**config.mk**
```make
export PLATFORM = sky130hd
export DESIGN_NAME = framed_link_byte_deframer_top
export DESIGN_NICKNAME = d
export VERILOG_FILES = /design/src/design/fld_pkg.sv /design/src/design/fld_store.sv /design/src/design/fld_front.sv /design/src/design/fld_back.sv /design/src/design/framed_link_byte_deframer_top.sv
export SDC_FILE = /design/constraint.sdc
export NUM_CORES = 2
export LEC_CHECK = 0
export BUFFER_PORTS_ARGS = -buffer_cell sky130_fd_sc_hd__buf_2
export CELL_PAD_IN_SITES_DETAIL_PLACEMENT = 2
export CELL_PAD_IN_SITES_GLOBAL_PLACEMENT = 2
export CORE_MARGIN = 2
export CORE_UTILIZATION = 46
export CTS_BUF_LIST = sky130_fd_sc_hd__clkbuf_16
export CTS_CLUSTER_DIAMETER = 200
export DETAILED_ROUTE_END_ITERATION = 6
export PLACE_DENSITY = 0.79
export SYNTH_ARGS = -nofsm -noshare
export SYNTH_HDL_FRONTEND = slang
export SYNTH_SLANG_ARGS = --single-unit
```
**constraint.sdc**
```tcl
create_clock -name clk -period 3.1 [get_ports clk]
set_input_delay 0.465 -clock clk [delete_from_list [all_inputs] [get_ports clk]]
set_output_delay 0.465 -clock clk [all_outputs]
set_load 0.01 [all_outputs]
```
**src/design/fld_pkg.sv**
```systemverilog
// Shared types, codes and constants for the framed link byte deframer.
package fld_pkg;

    // Frame layout and buffer defaults
    localparam int HEADER_BYTES         = 4;
    localparam int BUFFER_BYTES_DEFAULT = 192;
    localparam logic [7:0] PAYLOAD_LIMIT_RESET = 8'd188;

    // Result queue between the parser and the output side
    localparam int QUEUE_DEPTH = 4;
    localparam int QUEUE_AW    = $clog2(QUEUE_DEPTH);
    localparam int QUEUE_LW    = $clog2(QUEUE_DEPTH + 1);

    // Item actions
    typedef enum logic [1:0] {
        ACT_BYTE    = 2'd0,
        ACT_END     = 2'd1,
        ACT_READ    = 2'd2,
        ACT_RELEASE = 2'd3
    } action_t;

    // Configuration register indexes
    typedef enum logic [1:0] {
        CFG_MAGIC   = 2'd0,
        CFG_TYPE_A  = 2'd1,
        CFG_TYPE_B  = 2'd2,
        CFG_LIMIT   = 2'd3
    } cfg_index_t;

    // Input word
    typedef struct packed {
        logic [1:0] action;
        logic [7:0] data_byte;
        logic [7:0] read_index;
        logic [7:0] read_limit;
    } in_word_t;

    // Result word
    typedef struct packed {
        logic       frame_ready;
        logic [7:0] frame_length;
        logic [7:0] read_data;
        logic [7:0] copied_count;
    } out_word_t;

    // Parser result waiting for the store read data
    typedef struct packed {
        logic       frame_ready;
        logic [7:0] frame_length;
        logic [7:0] copied_count;
        logic       read_hit;
    } desc_t;

    // Queue status back to the parser
    typedef struct packed {
        logic [QUEUE_LW-1:0] level;
    } back_status_t;

endpackage

```
**src/design/fld_store.sv**
```systemverilog
// Single-frame byte store: one write port, one registered read port.
module fld_store #(
    parameter int BUFFER_BYTES = fld_pkg::BUFFER_BYTES_DEFAULT,
    parameter int AW           = $clog2(BUFFER_BYTES)
) (
    input  logic          clk,
    input  logic          wr_en,
    input  logic [AW-1:0] wr_addr,
    input  logic [7:0]    wr_data,
    input  logic          rd_en,
    input  logic [AW-1:0] rd_addr,
    output logic [7:0]    rd_data
);

    logic [7:0] store_mem [BUFFER_BYTES];
    logic [7:0] rd_data_reg;

    // Write port
    always_ff @(posedge clk)
    begin
        if (wr_en)
        begin
            store_mem[wr_addr] <= wr_data;
        end
    end

    // Registered read port
    always_ff @(posedge clk)
    begin
        if (rd_en)
        begin
            rd_data_reg <= store_mem[rd_addr];
        end
    end

    assign rd_data = rd_data_reg;

endmodule

```
**src/design/fld_front.sv**
```systemverilog
// Front end: accepts words, holds config, runs the frame parser, drives the store.
module fld_front #(
    parameter int BUFFER_BYTES = fld_pkg::BUFFER_BYTES_DEFAULT,
    parameter int AW           = $clog2(BUFFER_BYTES)
) (
    input  logic                 clk,
    input  logic                 rst_n,
    input  logic                 push,
    output logic                 full,
    input  fld_pkg::in_word_t    in_word,
    input  logic                 cfg_wr_en,
    input  logic [1:0]           cfg_index,
    input  logic [7:0]           cfg_data,
    input  fld_pkg::back_status_t back_status,
    output logic                 store_wr_en,
    output logic [AW-1:0]        store_wr_addr,
    output logic [7:0]           store_wr_data,
    output logic                 store_rd_en,
    output logic [AW-1:0]        store_rd_addr,
    output logic                 desc_valid,
    output fld_pkg::desc_t       desc
);

    localparam logic [7:0] BUF_BYTES8 = 8'(BUFFER_BYTES);
    localparam logic [8:0] BUF_BYTES9 = 9'(BUFFER_BYTES);

    typedef enum logic [2:0] {
        PH_MAGIC   = 3'd0,
        PH_TYPE    = 3'd1,
        PH_SEQ     = 3'd2,
        PH_LEN     = 3'd3,
        PH_PAYLOAD = 3'd4
    } phase_t;

    phase_t         phase_reg, phase_next;
    logic [7:0]     count_reg, count_next;
    logic [7:0]     expected_reg, expected_next;
    logic           ready_reg, ready_next;
    logic [7:0]     magic_reg, magic_next;
    logic [7:0]     type_a_reg, type_a_next;
    logic [7:0]     type_b_reg, type_b_next;
    logic [7:0]     limit_reg, limit_next;
    logic           desc_valid_reg, desc_valid_next;
    fld_pkg::desc_t desc_reg, desc_next;

    logic       accept;
    logic [8:0] total;
    logic [7:0] copied;
    logic       read_hit;
    logic       room;

    // Stall while the queue plus the word in flight would fill it
    assign full   = (32'(back_status.level) + 32'(desc_valid_reg)) >= fld_pkg::QUEUE_DEPTH;
    assign accept = push && !full;
    assign total  = {1'b0, in_word.data_byte} + 9'(fld_pkg::HEADER_BYTES);
    assign room   = count_reg < BUF_BYTES8;

    // Parser next state
    always_comb
    begin
        phase_next    = phase_reg;
        count_next    = count_reg;
        expected_next = expected_reg;
        ready_next    = ready_reg;
        magic_next    = magic_reg;
        type_a_next   = type_a_reg;
        type_b_next   = type_b_reg;
        limit_next    = limit_reg;
        store_wr_en   = 1'b0;
        store_wr_addr = count_reg[AW-1:0];
        store_wr_data = in_word.data_byte;
        copied        = 8'd0;
        read_hit      = 1'b0;

        // Config writes are to arrive only while idle; the block itself does not enforce it.
        if (cfg_wr_en)
        begin
            case (fld_pkg::cfg_index_t'(cfg_index))
                fld_pkg::CFG_MAGIC:  magic_next  = cfg_data;
                fld_pkg::CFG_TYPE_A: type_a_next = cfg_data;
                fld_pkg::CFG_TYPE_B: type_b_next = cfg_data;
                fld_pkg::CFG_LIMIT:  limit_next  = cfg_data;
                default:             limit_next  = limit_reg;
            endcase
        end

        if (accept)
        begin
            case (fld_pkg::action_t'(in_word.action))
                fld_pkg::ACT_BYTE:
                begin
                    if (!ready_reg)
                    begin
                        if (in_word.data_byte == magic_reg && phase_reg != PH_PAYLOAD)
                        begin
                            // magic restarts the header
                            store_wr_en   = 1'b1;
                            store_wr_addr = '0;
                            count_next    = 8'd1;
                            phase_next    = PH_TYPE;
                        end
                        else
                        begin
                            case (phase_reg)
                                PH_TYPE:
                                begin
                                    store_wr_en = room;
                                    count_next  = room ? count_reg + 8'd1 : count_reg;
                                    if (in_word.data_byte != type_a_reg &&
                                        in_word.data_byte != type_b_reg)
                                    begin
                                        count_next    = 8'd0;
                                        expected_next = 8'd0;
                                        phase_next    = PH_MAGIC;
                                    end
                                    else
                                    begin
                                        phase_next = PH_SEQ;
                                    end
                                end
                                PH_SEQ:
                                begin
                                    store_wr_en = room;
                                    count_next  = room ? count_reg + 8'd1 : count_reg;
                                    phase_next  = PH_LEN;
                                end
                                PH_LEN:
                                begin
                                    store_wr_en = room;
                                    count_next  = room ? count_reg + 8'd1 : count_reg;
                                    if (in_word.data_byte > limit_reg || total > BUF_BYTES9)
                                    begin
                                        count_next    = 8'd0;
                                        expected_next = 8'd0;
                                        phase_next    = PH_MAGIC;
                                    end
                                    else if (in_word.data_byte == 8'd0)
                                    begin
                                        // empty payload completes at once
                                        ready_next    = 1'b1;
                                        expected_next = 8'd0;
                                        phase_next    = PH_MAGIC;
                                    end
                                    else
                                    begin
                                        expected_next = total[7:0];
                                        phase_next    = PH_PAYLOAD;
                                    end
                                end
                                PH_PAYLOAD:
                                begin
                                    if (!room)
                                    begin
                                        count_next    = 8'd0;
                                        expected_next = 8'd0;
                                        phase_next    = PH_MAGIC;
                                    end
                                    else
                                    begin
                                        store_wr_en = 1'b1;
                                        count_next  = count_reg + 8'd1;
                                        if (expected_reg != 8'd0 &&
                                            (count_reg + 8'd1) >= expected_reg)
                                        begin
                                            ready_next    = 1'b1;
                                            expected_next = 8'd0;
                                            phase_next    = PH_MAGIC;
                                        end
                                    end
                                end
                                default:
                                begin
                                    // waiting for magic: byte ignored
                                    phase_next = PH_MAGIC;
                                end
                            endcase
                        end
                    end
                end
                fld_pkg::ACT_END:
                begin
                    if (!ready_reg)
                    begin
                        count_next    = 8'd0;
                        expected_next = 8'd0;
                        phase_next    = PH_MAGIC;
                    end
                end
                fld_pkg::ACT_READ:
                begin
                    read_hit = (in_word.read_index < count_reg) &&
                               (in_word.read_index < BUF_BYTES8);
                end
                fld_pkg::ACT_RELEASE:
                begin
                    if (ready_reg)
                    begin
                        copied        = (count_reg < in_word.read_limit) ?
                                        count_reg : in_word.read_limit;
                        ready_next    = 1'b0;
                        count_next    = 8'd0;
                        expected_next = 8'd0;
                        phase_next    = PH_MAGIC;
                    end
                end
                default:
                begin
                    phase_next = phase_reg;
                end
            endcase
        end

        desc_valid_next        = accept;
        desc_next.frame_ready  = ready_next;
        desc_next.frame_length = count_next;
        desc_next.copied_count = copied;
        desc_next.read_hit     = read_hit;
    end

    assign store_rd_en   = accept && (in_word.action == fld_pkg::ACT_READ);
    assign store_rd_addr = in_word.read_index[AW-1:0];

    // Parser state, config and descriptor stage
    always_ff @(posedge clk or negedge rst_n)
    begin
        if (!rst_n)
        begin
            phase_reg      <= PH_MAGIC;
            count_reg      <= 8'd0;
            expected_reg   <= 8'd0;
            ready_reg      <= 1'b0;
            magic_reg      <= 8'd0;
            type_a_reg     <= 8'd0;
            type_b_reg     <= 8'd0;
            limit_reg      <= fld_pkg::PAYLOAD_LIMIT_RESET;
            desc_valid_reg <= 1'b0;
        end
        else
        begin
            phase_reg      <= phase_next;
            count_reg      <= count_next;
            expected_reg   <= expected_next;
            ready_reg      <= ready_next;
            magic_reg      <= magic_next;
            type_a_reg     <= type_a_next;
            type_b_reg     <= type_b_next;
            limit_reg      <= limit_next;
            desc_valid_reg <= desc_valid_next;
        end
    end

    // Descriptor payload needs no reset
    always_ff @(posedge clk)
    begin
        desc_reg <= desc_next;
    end

    assign desc_valid = desc_valid_reg;
    assign desc       = desc_reg;

endmodule

```
**src/design/fld_back.sv**
```systemverilog
// Back end: merges store read data into results and queues them for the consumer.
module fld_back (
    input  logic                  clk,
    input  logic                  rst_n,
    input  logic                  desc_valid,
    input  fld_pkg::desc_t        desc,
    input  logic [7:0]            store_rd_data,
    output fld_pkg::back_status_t back_status,
    output logic                  empty,
    input  logic                  pop,
    output fld_pkg::out_word_t    out_word
);

    fld_pkg::out_word_t queue_mem [fld_pkg::QUEUE_DEPTH];

    logic [fld_pkg::QUEUE_AW-1:0] wr_ptr_reg, wr_ptr_next;
    logic [fld_pkg::QUEUE_AW-1:0] rd_ptr_reg, rd_ptr_next;
    logic [fld_pkg::QUEUE_LW-1:0] level_reg, level_next;

    fld_pkg::out_word_t result;
    logic               do_pop;

    // Build the result word
    always_comb
    begin
        result.frame_ready  = desc.frame_ready;
        result.frame_length = desc.frame_length;
        result.read_data    = desc.read_hit ? store_rd_data : 8'd0;
        result.copied_count = desc.copied_count;
    end

    assign empty  = (level_reg == '0);
    assign do_pop = pop && !empty;

    // Pointer and level update
    always_comb
    begin
        wr_ptr_next = desc_valid ? wr_ptr_reg + 1'b1 : wr_ptr_reg;
        rd_ptr_next = do_pop ? rd_ptr_reg + 1'b1 : rd_ptr_reg;
        level_next  = level_reg + fld_pkg::QUEUE_LW'(desc_valid) -
                      fld_pkg::QUEUE_LW'(do_pop);
    end

    always_ff @(posedge clk or negedge rst_n)
    begin
        if (!rst_n)
        begin
            wr_ptr_reg <= '0;
            rd_ptr_reg <= '0;
            level_reg  <= '0;
        end
        else
        begin
            wr_ptr_reg <= wr_ptr_next;
            rd_ptr_reg <= rd_ptr_next;
            level_reg  <= level_next;
        end
    end

    // Queue storage
    always_ff @(posedge clk)
    begin
        if (desc_valid)
        begin
            queue_mem[wr_ptr_reg] <= result;
        end
    end

    assign out_word          = queue_mem[rd_ptr_reg];
    assign back_status.level = level_reg;

endmodule

```
**src/design/framed_link_byte_deframer_top.sv**
```systemverilog
// Each result passes the descriptor register, then the result queue, to the output ports.
// Throughput: one word per cycle unless full; parser state updates in the accept cycle.
// full rises when the four-entry result queue plus the word in flight would fill it.
// Reset (rst_n, async, active low) clears parser state, queue and config to defaults.
// Frame store contents are not initialised; only bytes of the current frame are read.
module framed_link_byte_deframer_top #(
    parameter int BUFFER_BYTES = fld_pkg::BUFFER_BYTES_DEFAULT
) (
    input  logic               clk,
    input  logic               rst_n,
    input  logic               push,
    output logic               full,
    input  fld_pkg::in_word_t  in_word,
    output logic               empty,
    input  logic               pop,
    output fld_pkg::out_word_t out_word,
    input  logic               cfg_wr_en,
    input  logic [1:0]         cfg_index,
    input  logic [7:0]         cfg_data
);

    localparam int AW = $clog2(BUFFER_BYTES);

    logic                  store_wr_en;
    logic [AW-1:0]         store_wr_addr;
    logic [7:0]            store_wr_data;
    logic                  store_rd_en;
    logic [AW-1:0]         store_rd_addr;
    logic [7:0]            store_rd_data;
    logic                  desc_valid;
    fld_pkg::desc_t        desc;
    fld_pkg::back_status_t back_status;

    // Parser front end
    fld_front #(
        .BUFFER_BYTES (BUFFER_BYTES),
        .AW           (AW)
    ) u_front (
        .clk           (clk),
        .rst_n         (rst_n),
        .push          (push),
        .full          (full),
        .in_word       (in_word),
        .cfg_wr_en     (cfg_wr_en),
        .cfg_index     (cfg_index),
        .cfg_data      (cfg_data),
        .back_status   (back_status),
        .store_wr_en   (store_wr_en),
        .store_wr_addr (store_wr_addr),
        .store_wr_data (store_wr_data),
        .store_rd_en   (store_rd_en),
        .store_rd_addr (store_rd_addr),
        .desc_valid    (desc_valid),
        .desc          (desc)
    );

    // Frame store
    fld_store #(
        .BUFFER_BYTES (BUFFER_BYTES),
        .AW           (AW)
    ) u_store (
        .clk     (clk),
        .wr_en   (store_wr_en),
        .wr_addr (store_wr_addr),
        .wr_data (store_wr_data),
        .rd_en   (store_rd_en),
        .rd_addr (store_rd_addr),
        .rd_data (store_rd_data)
    );

    // Result queue
    fld_back u_back (
        .clk           (clk),
        .rst_n         (rst_n),
        .desc_valid    (desc_valid),
        .desc          (desc),
        .store_rd_data (store_rd_data),
        .back_status   (back_status),
        .empty         (empty),
        .pop           (pop),
        .out_word      (out_word)
    );

endmodule
```
==> summary.txt, run 1 <==
Synth
  – Syn_nets: 3329
  – Yosys cell types: 71
  – Post-Syn Instances: 3240
  – Ys Warns: 0
  – Register area share after synthesis: 75.4%
  – Synth Flop Type: edfxtp_1
  – Synthesized cell area: 67900 um^2
  – Async SR Flop Fraction: 3.48%
  – Avg Cell Area, Syn: 21.0 um^2
  – #FFs+latches synth: 1722
  – Number of synthesized flops with an enable pin: 1644

Placement
  – Post-detail-place hpwl: 157000 um
  – PortBufs: 67
  – Cell area after placement: 74100 um^2
  – Routability cong.: 0.835

Floorplanning
  – Die W: 388 um
  – Rows: 141
  – IO Count: 68
  – Starting Density: 46.2%
  – Die H: 388 um

Clocking
  – Clock sinks: 1722
  – H-tree levels: 4
  – Root Driver: clkbuf_16
  – Post-CTS Setup Bufs: 23
  – Resize count post-CTS: 250
  – CTS Buffer Depth: 3
  – CTS buffer count: 178
  – Post-CTS Hold Fix Bufs: 16

Outcome
  – Exit stage: 4_1_cts
  – Stop err: [ERROR DPL-0033] detailed placement checks failed during check placement.
  – Status: stopped before the end
Yosys cell counts (4+ instances only):
library cell / instances / area [um^2]
edfxtp_1: 1644 / 49400
clkbuf_1: 72 / 270
o21ai_0: 23 / 115
xor2_1: 6 / 52.6
nand2b_1: 7 / 43.8
a22oi_1: 81 / 608
nand3_1: 22 / 110
mux2i_1: 8 / 80.1
nand4_1: 11 / 68.8
o31ai_1: 8 / 60.1
o21ai_1: 21 / 105
buf_4: 17 / 128
buf_6: 16 / 180
buf_2: 61 / 305
buf_1: 23 / 86.3
a21oi_1: 28 / 140
a22o_1: 48 / 420
nor3_1: 11 / 55.1
and2_1: 19 / 119
o221ai_1: 16 / 140
mux4_2: 441 / 9930
o21a_1: 4 / 30.0
a21o_1: 7 / 52.6
a211oi_1: 5 / 37.5
nand4_4: 5 / 106
inv_1: 47 / 176
nor2_1: 219 / 822
a221oi_1: 33 / 289
dfrtp_1: 55 / 1380
o2111ai_1: 4 / 35.0
nor2b_1: 10 / 62.6
dfxtp_1: 18 / 360
dfstp_2: 5 / 131
mux2_2: 32 / 360
xnor2_1: 32 / 280
or3_1: 7 / 43.8
nand2_1: 73 / 274
ha_1: 47 / 588
metrics by stage:
| stage | TNS (ps) | setup slack [ps] | instances |
|---|---|---|---|
| 2_1_floorplan | 0 | 39.3 | 3240 |
| 3_3_place_gp | -172720 | -480 | 5526 |
| 3_5_place_dp | -470030 | -681 | 5526 |
cells by family after synthesis:
kind of cell / synth area share (%)
compound gates: 3.30
flops: 75.4
fa+ha+maj: 0.895
xor+xnor: 0.514
buf+inv: 1.70
mux: 15.3
simple gates: 2.92
==> inputs of run 2 (changes only) <==
--- a/config.mk
+++ b/config.mk
@@ -6,14 +6,10 @@
 export NUM_CORES = 2
 export LEC_CHECK = 0
 export BUFFER_PORTS_ARGS = -buffer_cell sky130_fd_sc_hd__buf_2
-export CELL_PAD_IN_SITES_DETAIL_PLACEMENT = 2
-export CELL_PAD_IN_SITES_GLOBAL_PLACEMENT = 2
 export CORE_MARGIN = 2
-export CORE_UTILIZATION = 46
-export CTS_BUF_LIST = sky130_fd_sc_hd__clkbuf_16
-export CTS_CLUSTER_DIAMETER = 200
+export CORE_UTILIZATION = 40
 export DETAILED_ROUTE_END_ITERATION = 6
-export PLACE_DENSITY = 0.79
+export PLACE_DENSITY_LB_ADDON = 0.15
 export SYNTH_ARGS = -nofsm -noshare
 export SYNTH_HDL_FRONTEND = slang
 export SYNTH_SLANG_ARGS = --single-unit
==> constraint.sdc (replaced) <==
create_clock -name clk -period 4 [get_ports clk]
set_input_delay 0.6 -clock clk [delete_from_list [all_inputs] [get_ports clk]]
set_output_delay 0.6 -clock clk [all_outputs]
set_load 0.01 [all_outputs]
==> run 2 against run 1 <==
- the flow now finishes, with violations (DRC)
- synthesized area unchanged
- synthesized cell count unchanged
==> summary.txt, run 2 <==
Synth
  – Register area share after synthesis: 75.4% (unchanged)
  – Most frequent cell after synthesis: edfxtp_1 (unchanged)
  – Top cell type's share of synthesized area: 72.7% (unchanged)
  – Most common library cells after synthesis: edfxtp_1, mux4_2, nor2_1 (unchanged)
  – Async SR Flop Fraction: 3.48% (unchanged)
  – Ranking of synthesized cells by area: edfxtp_1, mux4_2, dfrtp_1 (unchanged)
  – #FFs+latches synth: 1722 (unchanged)
  – Synth Flop Type: edfxtp_1 (unchanged)
  – Synth area leader: edfxtp_1 (unchanged)
  – Syn_nets: 3329 (unchanged)
  – Yosys cell types: 71 (unchanged)
  – Ys Warns: 0 (unchanged)
  – Number of synthesized flops with an enable pin: 1644 (unchanged)
  – Avg Cell Area, Syn: 21.0 um^2 (unchanged)
  – Post-Syn Instances: 3240 (unchanged)
  – Synthesized cell area: 67900 um^2 (unchanged)

STA
  – Hold WS: 84.2 ps
  – Slew @ Worst Pin: 1400 ps
  – Slew Viols, Final: 0
  – Final setup margin: 244 ps
  – Period utilization: 93.9%
  – Setup Total Neg Slack: 0 ps
  – Final setup violation count: 0
  – Unrepaired setup endpoints after global routing: false
  – Slew headroom: 6.35%
  – Hold Fails Final Rpt: 0
  – Min cycle time layout: 3760 ps
  – Fmax: 0.266 GHz
  – Setup Skew: 31.0 ps

Min path
  – WHS Endpoint: u_front.desc[2]$_SDFF_PN0_
  – Hold_sp: in_word[1]
  – Hold path cells: 3
  – Hold WC Path Type: primary input to flop

Global route
  – Largest net degree at the start of global routing: 166
  – Initial antenna violation count: 7
  – First-pass GRT wire length: 249000 um
  – GR Util All Layers: 19.9%
  – Number of global-route vias before repair: 34700
  – Total gr overflow: 0

Clocking
  – CTS clk-pin slew, worst paths: 60 ps
  – CTS buffer count: 178 (unchanged)
  – CTS tree: built
  – Root Driver: clkbuf_16 (unchanged)
  – Clock Latency Late Sink: 830 ps
  – CTS Buffer Depth: 3 (unchanged)
  – H-tree levels: 4 (unchanged)
  – Clock sinks: 1722 (unchanged)

Pwr
  – Switch Pwr: 0.00883 W
  – Power share of the combinational group: 7.2%
  – Post-route total power: 0.0394 W
  – Clock Power Share: 41.1%
  – Pwr dens: 507 nW/um^2
  – Internal power: 0.0305 W
  – Maximum VDD drop: 0.414 mV
  – Sw Share: 22.4%
  – Reg power frac: 51.7%
  – Leakage Power: 24.7 nW

Placement
  – Post-detail-place hpwl: 108000 um (was 157000 um)
  – PortBufs: 67 (unchanged)
  – Routability cong.: 0.839 (was 0.835)
  – Dpl ws: -517 ps (was -681 ps)

Outcome
  – Violated checks: DRC
  – Status: finished with violations (was stopped before the end)

Routing
  – Iter 0 DRT Violations: 3215
  – Via count: 33100
  – Vias/cell: 5.66
  – WL/cell: 29.4 um
  – First-pass iteration count of the detailed router: 7
  – DRC Markers: 7
  – Post-Route WL: 172000 um
  – DRT antenna net count: 0

Finish
  – Max FFs per register: 1536
  – Final nets: 3578
  – Commonest non-fill, non-tap cell in the layout: edfxtp_1
  – Commonest cells after routing, fill and taps aside: edfxtp_1, mux4_2, nor2_1, clkbuf_16, buf_4
  – Share of layout cells above drive strength 1: 28.2%
  – Area Growth Syn to Fin: 14.3%

Floorplanning
  – Starting Density: 40.2% (was 46.2%)
  – Die H: 416 um (was 388 um)
  – CORE AREA: 169000 um^2
  – IO Count: 68 (unchanged)
  – Rows: 151 (was 141)
  – Die W: 416 um (was 388 um)
  – Die area: 173000 um^2

Critical path
  – Top cell by count, worst path: buf_4
  – Max Fanout on Critical Path: 8
  – Worst r2r dst: u_store.store_mem[31][2]$_DFFE_PP_
  – Worst reg2reg setup slack: 240 ps
  – WP data arrival: 4170 ps
  – FF-to-FF Start: u_front.magic_reg[6]$_DFFE_PN0P_
  – Worst path max stage delay: 770 ps
  – Crit path capture type: flop
  – Crit path required time: 4420 ps
  – Critical-path cell list: xnor2_1, nand4_1, buf_4, or3_1, a2111oi_4, nand2_1, buf_4, nor2_1
  – Reg2Reg Depth: 8
  – Crit path max-delay cell type: nor2_1
  – CP startpoint kind: flop
  – Critical path type: flop to flop

Flow run
  – Max Cap Violations: 0
-- run 2: cell counts after synthesis --
No cell type changed its count.
-- run 2: stage by stage --
| step | area, um^2 | cells | util (%) |
|---|---|---|---|
| after CTS | 77700 | 5850 | 45.9 |
| after detailed placement | 71900 | 5524 | 42.5 |
| final | 77700 | 5853 | 45.9 |
| after global placement | 71900 | 5524 | 42.5 |
| after floorplan | 67900 | 3240 | - |
| after global routing | 77700 | 5851 | 45.9 |
-- run 2: worst max path at each step --
stage	start	end	slack [ps]	cells after the start
6_report	u_front.magic_reg[6]$_DFFE_PN0P_	u_store.store_mem[31][2]$_DFFE_PP_	240	8
5_1_grt	u_front.magic_reg[6]$_DFFE_PN0P_	u_store.store_mem[0][2]$_DFFE_PP_	130	10
4_1_cts	u_front.magic_reg[6]$_DFFE_PN0P_	u_store.store_mem[0][2]$_DFFE_PP_	250	10
3_5_place_dp	in_word[22]	u_store.store_mem[16][7]$_DFFE_PP_	-520	8
3_3_place_gp	in_word[22]	u_store.store_mem[16][1]$_DFFE_PP_	-470	8
2_1_floorplan	u_front.count_reg[4]$_DFF_PN0_	u_front.expected_reg[2]$_DFFE_PN0P_	940	13
-- run 2: routing by layer --
metal	GRT usage (%)	share of wire, %	routed length, um
met1	27.2	42	72600
met4	6.61	2.9	5070
met5	0	0	0
met3	3.72	6.1	10400
met2	32.4	49	83900
-- run 2: kinds of logic after synthesis --
group,synth area share [%]
compound gates,3.30
xor+xnor,0.514
fa+ha+maj,0.895
buf+inv,1.70
flops,75.4
mux,15.3
simple gates,2.92
-- run 2: critical path: cells and delay by family (launching register included) --
kind / cells / cell delay, ps
and+or+nand+nor: 4 / 1530
AOI/OAI and AO/OA: 1 / 470
DFF: 1 / 450
xor gates and xnor gates: 1 / 450
buffers and inverters: 2 / 440
-- run 2: cell type report --
type                       instances  area [um^2]
tap                             2218         2780
sequential                      1722        51200
clock buffer                     218         4630
multi-input combinational       1279        15600
clock inverter                   105         1060
timing repair buffer             258         2190
fill                           14000        91400
inverter                          50          188
antenna                            3         7.51
-- run 2: what timing repair did --
item	CTS	global route
resized for setup	2	0
setup endpoints to repair	64	0
endpoints found under the hold margin	27	0
setup buffers	2	0
hold buffers	1	0
-- run 2: power groups by stage --
stage	logic [W]	registers (W)	clock network, W
finish	0.00283	0.0203	0.0162
global route	0.00306	0.0204	0.0172
CTS	0.00289	0.0204	0.0166
detailed placement	0.00289	0.0207	0
global placement	0.00283	0.0207	0
floorplan	0.00177	0.0205	0
No activity file was read; power rests on OpenSTA's default activity.
